$ cat src/hw/rtl/iphc_pkg.sv
package iphc_pkg;

  localparam int DEF_ADDRESS_ENTRIES   = 16;
  localparam int DEF_PORTS_PER_ADDRESS = 8;
  localparam int DEF_COUNT_WIDTH       = 32;

  localparam int IP_W     = 32;
  localparam int PORT_W   = 16;
  localparam int SLOT_O_W = 4;
  localparam int COUNT_O_W = 32;

  localparam logic [1:0] ACT_ADD  = 2'd0;
  localparam logic [1:0] ACT_FIND = 2'd1;
  localparam logic [1:0] ACT_HIT  = 2'd2;
  localparam logic [1:0] ACT_NONE = 2'd3;

  localparam logic [1:0] ST_EXISTING  = 2'd0;
  localparam logic [1:0] ST_NEW       = 2'd1;
  localparam logic [1:0] ST_NOT_FOUND = 2'd2;
  localparam logic [1:0] ST_FULL      = 2'd3;

  typedef enum logic [1:0] {
    OP_ADD,
    OP_FIND,
    OP_HIT,
    OP_NOP
  } op_t;

  typedef struct packed {
    op_t               op;
    logic [IP_W-1:0]   ip;
    logic [PORT_W-1:0] port;
  } item_t;

  typedef enum logic [2:0] {
    S_IDLE,
    S_MATCH,
    S_SLOT,
    S_PORT,
    S_PICK,
    S_INC,
    S_DONE
  } back_state_t;

endpackage

$ cat src/hw/rtl/iphc_front.sv
module iphc_front (
  input  logic                          clk,
  input  logic                          rst,
  input  logic                          item_valid,
  output logic                          item_stall,
  input  logic [1:0]                    action,
  input  logic [iphc_pkg::IP_W-1:0]     ip_address,
  input  logic [iphc_pkg::PORT_W-1:0]   port_number,
  output logic                          q_valid,
  output iphc_pkg::item_t               q_item,
  input  logic                          q_pop
);
  import iphc_pkg::*;

  // two-entry queue between decode and the table engine
  item_t      slots [2];
  logic       wr_ptr;
  logic       rd_ptr;
  logic [1:0] fill;
  item_t      decoded;
  logic       push;
  logic       pop;

  always_comb begin
    decoded.ip   = ip_address;
    decoded.port = port_number;
    unique case (action)
      ACT_ADD:  decoded.op = OP_ADD;
      ACT_FIND: decoded.op = OP_FIND;
      ACT_HIT:  decoded.op = OP_HIT;
      ACT_NONE: decoded.op = OP_NOP;
    endcase
  end

  assign item_stall = (fill == 2'd2);
  assign push       = item_valid && !item_stall;
  assign q_valid    = (fill != 2'd0);
  assign pop        = q_pop && q_valid;
  assign q_item     = slots[rd_ptr];

  always_ff @(posedge clk) begin
    if (push) begin
      slots[wr_ptr] <= decoded;
    end
  end

  always_ff @(posedge clk) begin
    if (rst) begin
      wr_ptr <= 1'b0;
      rd_ptr <= 1'b0;
      fill   <= 2'd0;
    end else begin
      if (push) begin
        wr_ptr <= !wr_ptr;
      end
      if (pop) begin
        rd_ptr <= !rd_ptr;
      end
      if (push && !pop) begin
        fill <= fill + 2'd1;
      end else if (pop && !push) begin
        fill <= fill - 2'd1;
      end
    end
  end

endmodule

$ cat config.mk
export PLATFORM = sky130hd
export DESIGN_NAME = iphc_front
export DESIGN_NICKNAME = d
export VERILOG_FILES = /design/src/hw/rtl/iphc_pkg.sv /design/src/hw/rtl/iphc_front.sv
export SDC_FILE = /design/constraint.sdc
export NUM_CORES = 1
export LEC_CHECK = 0
export BUFFER_PORTS_ARGS = -buffer_cell sky130_fd_sc_hd__buf_2
export CAP_MARGIN = 0
export CORE_ASPECT_RATIO = 1.25
export CORE_MARGIN = 2
export CORE_UTILIZATION = 30
export CTS_BUF_LIST = sky130_fd_sc_hd__clkbuf_8
export CTS_CLUSTER_DIAMETER = 30
export DETAILED_ROUTE_END_ITERATION = 8
export HOLD_SLACK_MARGIN = 0.05
export PLACE_DENSITY = 0.54
export REMOVE_ABC_BUFFERS = 1
export SYNTH_ARGS = -nofsm -noshare
export SYNTH_HDL_FRONTEND = slang
export SYNTH_SLANG_ARGS = --single-unit
export TNS_END_PERCENT = 30
$ cat constraint.sdc
create_clock -name clk -period 2.2 [get_ports clk]
set_input_delay 0.44 -clock clk [delete_from_list [all_inputs] [get_ports clk]]
set_output_delay 0.44 -clock clk [all_outputs]
set_load 0.005 [all_outputs]
==> results of run 1 <==
cell usage after synthesis (all sizes together), types with 2 or more instances:
cell type	count
edfxtp	100
mux2	50
buf	5
dfxtp	5
nor2	4
clkbuf	3
o21ai	3
xor2	3
a21oi	2
inv	2
or3	2
sequential cells by signal, indices dropped and copies added, names as in the netlist, named ones only:
register,flops
slots,100
fill,2
rd_ptr,1
wr_ptr,1
cell families after synthesis:
kind of cell	count (synthesis)	synth area share (%)
buffers and inverters	10	1.15
multiplexers	50	14.7
XOR/XNOR	3	0.688
adder cells (fa/ha/maj)	1	0.327
AO/OA/AOI/OAI	5	0.655
AND/OR/NAND/NOR	9	1.28
flip-flops	105	81.2
layout make-up:
type	count	area [um2]	area share [%]
tap	168	210	4.40
multi-input combinational	68	677	14.2
clock inverter	6	61.3	1.28
sequential	105	3100	64.9
clock buffer	9	124	2.59
timing repair buffer	111	596	12.5
inverter	2	7.51	0.157
how the worst max path moves through the flow:
| stage | start | to | slack (ps) | cells after the start |
|---|---|---|---|---|
| final | flop | q_item[11] | 270 | 3 |
| after floorplan | item_valid | slots[1][0]$_DFFE_PP_ | -30 | 3 |
| after detailed placement | item_valid | slots[0][1]$_DFFE_PP_ | 480 | 5 |
| after global placement | item_valid | slots[0][39]$_DFFE_PP_ | 490 | 5 |
| after global routing | flop | q_item[11] | 170 | 3 |
| after CTS | flop | q_item[11] | 210 | 3 |
metrics by stage:
stage | setup TNS (ps) | cells | total power (uW) | util (%)
detailed placement | 0 | 454 | 3930 | 36.6
floorplan | -4710 | 175 | 3340 | -
CTS | 0 | 469 | 5090 | 38.1
finish | 0 | 469 | 4980 | 38.1
global placement | 0 | 454 | 3920 | 36.6
global route | 0 | 469 | 5270 | 38.1
power by group through the flow:
stage | combinational (uW) | clock [uW] | sequential, uW
after CTS | 1310 | 1200 | 2590
after floorplan | 635 | 0 | 2700
after global routing | 1400 | 1270 | 2610
after global placement | 1300 | 0 | 2620
after detailed placement | 1300 | 0 | 2630
final | 1270 | 1130 | 2580
layer usage:
metal | vias up | part of all wire [%] | wire length (um) | global-route usage, %
li1 | 934 | - | - | -
met1 | 982 | 40 | 2750 | 11.2
met2 | 63 | 53 | 3670 | 18.0
met3 | 8 | 4.7 | 325 | 3.10
met4 | 0 | 1.8 | 125 | 4.71
met5 | - | 0 | 0 | 0
==> summary.txt, run 1 <==
Post-synth top area share = 78.6%
Crit path required time = 1760 ps
Core footprint = 12500 um2
Synth area leader = edfxtp_1
Worst Reg2Reg Path Length in Cells = 4
Critical Path AT = 1490 ps
Worst reg2reg startpoint = fill[1]$_SDFFE_PP0P_
Number of diodes = 0
Sw Pwr = 1300 uW
Critical R2R Capture = slots[0][16]$_DFFE_PP_
Die height = 130 um
ANT nets after route = 0
Filler cell count = 1254
PD cells = 1040 nW/um2
Port Buf Inserts = 105
Min Hold Slack = 262 ps
Post-Syn Area = 3820 um2
Worst path bufs/invs = 2
Hold WC Path Type = primary input to flop
RSZ-0062 raised after global routing = no
Total CTS buffers = 9
Most frequent cells in the layout = buf_2, edfxtp_1, mux2_2
Placed Area = 4590 um2
DRT Pass-1 Iters = 4
Hold buffer count at cts = 0
Nets = 352
CTS Sinks = 105
Post-synthesis cell type count = 16
Vias in the first global route = 2044
Final Critical Period = 1930 ps
Peak supply drop = 0.608 mV
Clock Pin Slew Worst Setup and Hold Paths = 100 ps
Worst Setup End Kind = output port
Post-CTS Setup Inserts = 0
Hold Path Sink = slots[0][27]$_DFFE_PP_
Syn. warnings = 0
Final slew viol count = 0
Setup ws final = 268 ps
Ys flop type = edfxtp_1
Sw Ratio = 26.1%
Crit-path max FO = 17
Syn_area_per_cell = 20.9 um2
Vias = 1987
Hold Fails Final Rpt = 0
Row count = 46
Clock power share = 22.7%
Initial antenna violation count = 0
CP top delay family = buffers and inverters
First-pass GRT wire length = 10400 um
Worst slew pin tran = 407 ps
CTS tree = built
Final period utilization = 87.8%
Synth-to-Final Area Change = 25.0%
Ys async rst share = 0%
Initial core utilization = 30.5%
All-Layer GR Usage = 10.1%
Slowest cell on crit path = mux2_2
Post-synthesis cell count = 183
Post-CTS sizing = 0
GR Overflow Total = 0
DRC Markers = 0
Deepest clock path buffer count = 2
Worst clock skew = 8.11 ps
Most common cell after layout, fill and taps aside = buf_2
Largest net degree at the start of global routing = 34
Sequential Power Share = 51.9%
Internal power = 3680 uW
DR iter-0 viols = 51
Worst skew pair latency = 350 ps
Flops & latches, synth = 105
Crit path kind = flop to output port
Startpoint class of the critical path = flop
Worst path cell trace = buf_4 -> mux2_2 -> buf_2
Hold Path Depth = 1
DR WL/cell = 14.6 um
Seq/Total Area, Yosys = 81.2%
H-tree depth = 3
Status = completed
Share of cells above drive strength 1 = 58.5%
Die Area = 13700 um2
CP max stage delay = 380 ps
Vias/cell = 4.24
Clock root buffer = clkbuf_8
Routability Congestion = 0.660
Static Leak = 0.00176 uW
Drt total wl = 6870 um
Synth area leaders = edfxtp_1, mux2_2, dfxtp_1, mux2_1, xor2_1
Die X = 105 um
Design Area, Final = 4780 um2
Worst rel slew slack = 72.9%
Fmax = 518 MHz
Setup violators final = 0
Place WS = 480 ps
Number of synthesized flops with an enable pin = 100
HP Start = ip_address[11]
Logic pwr share = 25.5%
Number of I/O pins = 106
Hpwl dp = 4420 um
Max-cap violations = 0
Reg2Reg Setup Slack = 580 ps
No activity file was read; power rests on OpenSTA's default activity.
==> run 2: changes to the inputs <==
- GPL_TIMING_DRIVEN: not set -> 0
==> summary.txt, run 2 (synthesized netlist as in run 1, its figures left out) <==
Status = completed
Reg2Reg Setup Slack = 330 ps
HP Start = ip_address[5]
Hold Path Depth = 1
Clock root buffer = clkbuf_8
Worst clock skew = 10.6 ps
Largest regs = slots x100, fill x2
Setup ws final = 182 ps
Worst Setup End Kind = output port
Deepest clock path buffer count = 2
Worst rel slew slack = 57.0%
Hold Path Sink = slots[0][21]$_DFFE_PP_
Critical R2R Capture = slots[0][47]$_DFFE_PP_
Hpwl dp = 4310 um
Crit-path max FO = 29
Worst slew pin tran = 644 ps
Peak supply drop = 0.626 mV
Max-cap violations = 0
Hold buffer count at cts = 0
Final slew viol count = 0
Nets = 350
Number of diodes = 0
Most frequent cells in the layout = buf_2, edfxtp_1, mux2_2
Crit path kind = flop to output port
Place WS = 200 ps
TNS Setup = 0 ps
Worst skew pair latency = 360 ps
PD cells = 1060 nW/um2
Die height = 130 um
Die Area = 13700 um2
DRC Markers = 0
Worst reg2reg startpoint = fill[0]$_SDFFE_PP0P_
ANT nets after route = 0
RSZ-0062 raised after global routing = no
Max FFs per register = 100
Core footprint = 12500 um2
Startpoint class of the critical path = flop
Largest net degree at the start of global routing = 30
Final Critical Period = 2020 ps
Initial antenna violation count = 0
First-pass GRT wire length = 10200 um
Synth-to-Final Area Change = 25.7%
Setup violators final = 0
Slowest cell on crit path = dfxtp_4
GR Overflow Total = 0
Total CTS buffers = 9
Vias in the first global route = 2012
DRT Pass-1 Iters = 4
DR WL/cell = 14.4 um
Filler cell count = 1241
Die X = 105 um
Share of cells above drive strength 1 = 57.9%
Most common cell after layout, fill and taps aside = buf_2
DR iter-0 viols = 68
Crit path required time = 1760 ps
Worst path cell trace = buf_12 -> mux2_2 -> buf_2
Worst Reg2Reg Path Length in Cells = 4
Fmax = 495 MHz
Initial core utilization = 30.5%
Row count = 46
Drt total wl = 6740 um
CTS tree = built
Vias/cell = 4.26
Hold WC Path Type = primary input to flop
Number of I/O pins = 106
CP max stage delay = 490 ps
Biggest register = slots
H-tree depth = 3
Routability Congestion = 0.643
Final period utilization = 91.7%
Clock Pin Slew Worst Setup and Hold Paths = 100 ps
Critical Path AT = 1580 ps
Static Leak = 0.00177 uW
Hold Fails Final Rpt = 0
Vias = 1990
Port Buf Inserts = 105
CTS Sinks = 105
All-Layer GR Usage = 10.0%
[run 2: changes by cell type in the layout (fill, tap and decap cells not counted), sizes merged]
cell / before / now
buf: 111 / 109
inv: 3 / 4
clkinvlp: 3 / 1
bufinv: 1 / 2
[run 2: critical path, delay by kind of cell (launching register included)]
kind / cells / cell delay, ps
DFF: 1 / 490
buffers and inverters: 2 / 370
muxes: 1 / 360
[run 2: through the flow]
| step | hold WS [ps] | cell area, um2 | utilization [%] | power [uW] | instances |
|---|---|---|---|---|---|
| global route | 224 | 4810 | 38.3 | 5400 | 467 |
| finish | 259 | 4810 | 38.3 | 5110 | 467 |
| global placement | 472 | 4520 | 36.0 | 3870 | 448 |
| floorplan | 452 | 3790 | - | 3340 | 175 |
| CTS | 234 | 4790 | 38.2 | 5180 | 466 |
| detailed placement | 482 | 4580 | 36.5 | 3910 | 451 |
[run 2: worst max-delay path by stage]
| stage | from | end | cells past startpoint |
|---|---|---|---|
| final | flop | q_item[16] | 3 |
| after global routing | flop | q_item[10] | 3 |
| after CTS | flop | q_item[10] | 3 |
| after detailed placement | item_valid | slots[0][45]$_DFFE_PP_ | 5 |
| after global placement | item_valid | slots[1][35]$_DFFE_PP_ | 4 |
| after floorplan | item_valid | slots[1][0]$_DFFE_PP_ | 3 |
[run 2: area by class of cell]
| type | instances | area (um2) | area share, % |
|---|---|---|---|
| timing repair buffer | 109 | 597 | 12.4 |
| clock inverter | 6 | 83.8 | 1.74 |
| multi-input combinational | 68 | 677 | 14.1 |
| tap | 168 | 210 | 4.37 |
| inverter | 2 | 7.51 | 0.156 |
| clock buffer | 9 | 124 | 2.58 |
| sequential | 105 | 3110 | 64.6 |
[run 2: layer usage]
metal  part of all wire (%)  GRT usage, %
met1                     42          11.2
met2                     52          17.3
met3                    4.7          3.20
met4                    1.4          4.94
met5                      0             0
[run 2: report_power, final]
group	switching [uW]	internal [uW]	leakage, uW
clock network	620	631	0.000105
logic	578	658	0.000691
registers	106	2510	0.000976
[run 2: timing repair]
| item | CTS | global route |
|---|---|---|
| buffers inserted | 0 | 1 |
| resized for setup | 1 | 0 |
| endpoints found under the setup margin | 29 | 29 |
| hold endpoints to repair | 0 | 0 |
==> run 3: changes to the inputs <==
- CORE_UTILIZATION: 30 -> 40
- PLACE_DENSITY: 0.54 -> 0.67
- SKIP_LAST_GASP: not set -> 1
==> summary.txt, run 3 (synthesized netlist as in run 1, its figures left out) <==
Status = completed
HP Start = port_number[14]
Critical Path AT = 1640 ps
Port Buf Inserts = 105
Hpwl dp = 4230 um
Min Hold Slack = 263 ps
Setup violators final = 0
Setup ws final = 123 ps
Hold Fails Final Rpt = 0
Number of I/O pins = 106
DR iter-0 viols = 65
Register Area = 3110 um2
Most frequent cells in the layout = buf_2, edfxtp_1, mux2_2
Clock root buffer = clkbuf_8
Total CTS buffers = 9
Final Critical Period = 2080 ps
Post-CTS Setup Inserts = 0
Initial antenna violation count = 0
Share of cells above drive strength 1 = 56.9%
Vias in the first global route = 2110
First-pass GRT wire length = 10100 um
Static Leak = 0.00176 uW
Place WS = 281 ps
Die Area = 10400 um2
Nets = 349
DR WL/cell = 15.1 um
Initial core utilization = 41.4%
Sw Pwr = 1260 uW
DRC Markers = 0
Worst Reg2Reg Path Length in Cells = 4
Die X = 91.4 um
Post-CTS sizing = 1
Area of the multi-input gates = 677 um2
Routability Congestion = 0.677
Core footprint = 9220 um2
Logic pwr share = 24.3%
PD cells = 1050 nW/um2
Crit path required time = 1760 ps
Largest net degree at the start of global routing = 37
CTS tree = built
Internal power = 3660 uW
Worst slew pin tran = 448 ps
Clock Pin Slew Worst Setup and Hold Paths = 90 ps
Hold Path Depth = 1
CTS Sinks = 105
Vias = 1970
Worst clock skew = 4.68 ps
Finished Layout Cells = 422
Vias/cell = 4.67
Sw Ratio = 25.6%
Biggest register = slots
Drt total wl = 6390 um
Die height = 113 um
DRT Pass-1 Iters = 4
All-Layer GR Usage = 13.0%
RSZ-0062 raised after global routing = no
Largest regs = slots x100, fill x2
Worst reg2reg startpoint = fill[1]$_SDFFE_PP0P_
Worst rel slew slack = 70.1%
Crit-path max FO = 32
Peak supply drop = 0.485 mV
Final slew viol count = 0
Startpoint class of the critical path = flop
Design Area, Final = 4710 um2
Synth-to-Final Area Change = 23.2%
Max-cap violations = 0
Fmax = 481 MHz
Worst skew pair latency = 360 ps
Most common cell after layout, fill and taps aside = buf_2
Final period utilization = 94.4%
Hold Path Sink = slots[0][14]$_DFFE_PP_
Row count = 39
Filler cell count = 779
Deepest clock path buffer count = 2
H-tree depth = 3
Max FFs per register = 100
Number of diodes = 0
Critical R2R Capture = slots[0][7]$_DFFE_PP_
Hold WC Path Type = primary input to flop
Worst Setup End Kind = output port
GR Overflow Total = 0
Crit path kind = flop to output port
DP Cell Count = 406
Reg2Reg Setup Slack = 410 ps
Clock power share = 22.2%
Sequential Power Share = 53.4%
Placed Area = 4530 um2
ANT nets after route = 0
Hold buffer count at cts = 0
run 3: cell types whose count changed in the layout (fill, tap and decap cells not counted), sizes merged:
cell | before | now
clkinv | 1 | 4
buf | 109 | 108
bufinv | 2 | 1
clkinvlp | 1 | 0
run 3: cell type report:
class / instances / area share [%]
Sequential cell: 105 / 66.0
Inverter: 2 / 0.159
Clock inverter: 7 / 1.14
Tap cell: 123 / 3.27
Clock buffer: 9 / 2.63
Multi-Input combinational cell: 68 / 14.4
Timing Repair Buffer: 108 / 12.4
run 3: worst max path at each step:
stage,from,endpoint,slack (ps),cells past startpoint
4_1_cts,flop,q_item[29],60,3
5_1_grt,flop,q_item[29],10,3
3_5_place_dp,item_valid,slots[0][25]$_DFFE_PP_,280,5
3_3_place_gp,item_valid,slots[1][25]$_DFFE_PP_,-840,4
6_report,flop,q_item[26],120,3
2_1_floorplan,item_valid,slots[1][0]$_DFFE_PP_,-30,3
run 3: critical path: stages, from the launching register on:
cell and delay, ps:
dfxtp_4 530, buf_12 260, mux2_2 370, buf_2 130
run 3: power by group through the flow:
stage | Sequential, uW | Combinational, uW | Clock [uW]
global route | 2670 | 1320 | 1200
detailed placement | 2680 | 1220 | 0
global placement | 2770 | 1080 | 0
floorplan | 2700 | 635 | 0
finish | 2630 | 1200 | 1100
CTS | 2640 | 1230 | 1140
run 3: metrics by stage:
step	TNS, ps	total power, uW	util, %
final	0	4920	51.1
after detailed placement	0	3910	49.1
after global placement	-116500	3850	48.4
after CTS	0	5010	51.1
after floorplan	-4710	3340	-
after global routing	0	5190	51.1
run 3: layer usage:
layer | up-vias | GRT usage (%) | part of all wire (%)
met5 | - | 0 | 0
met3 | 10 | 3.40 | 5.0
li1 | 931 | - | -
met4 | 0 | 7.58 | 2.3
met1 | 966 | 14.1 | 41
met2 | 63 | 22.9 | 52
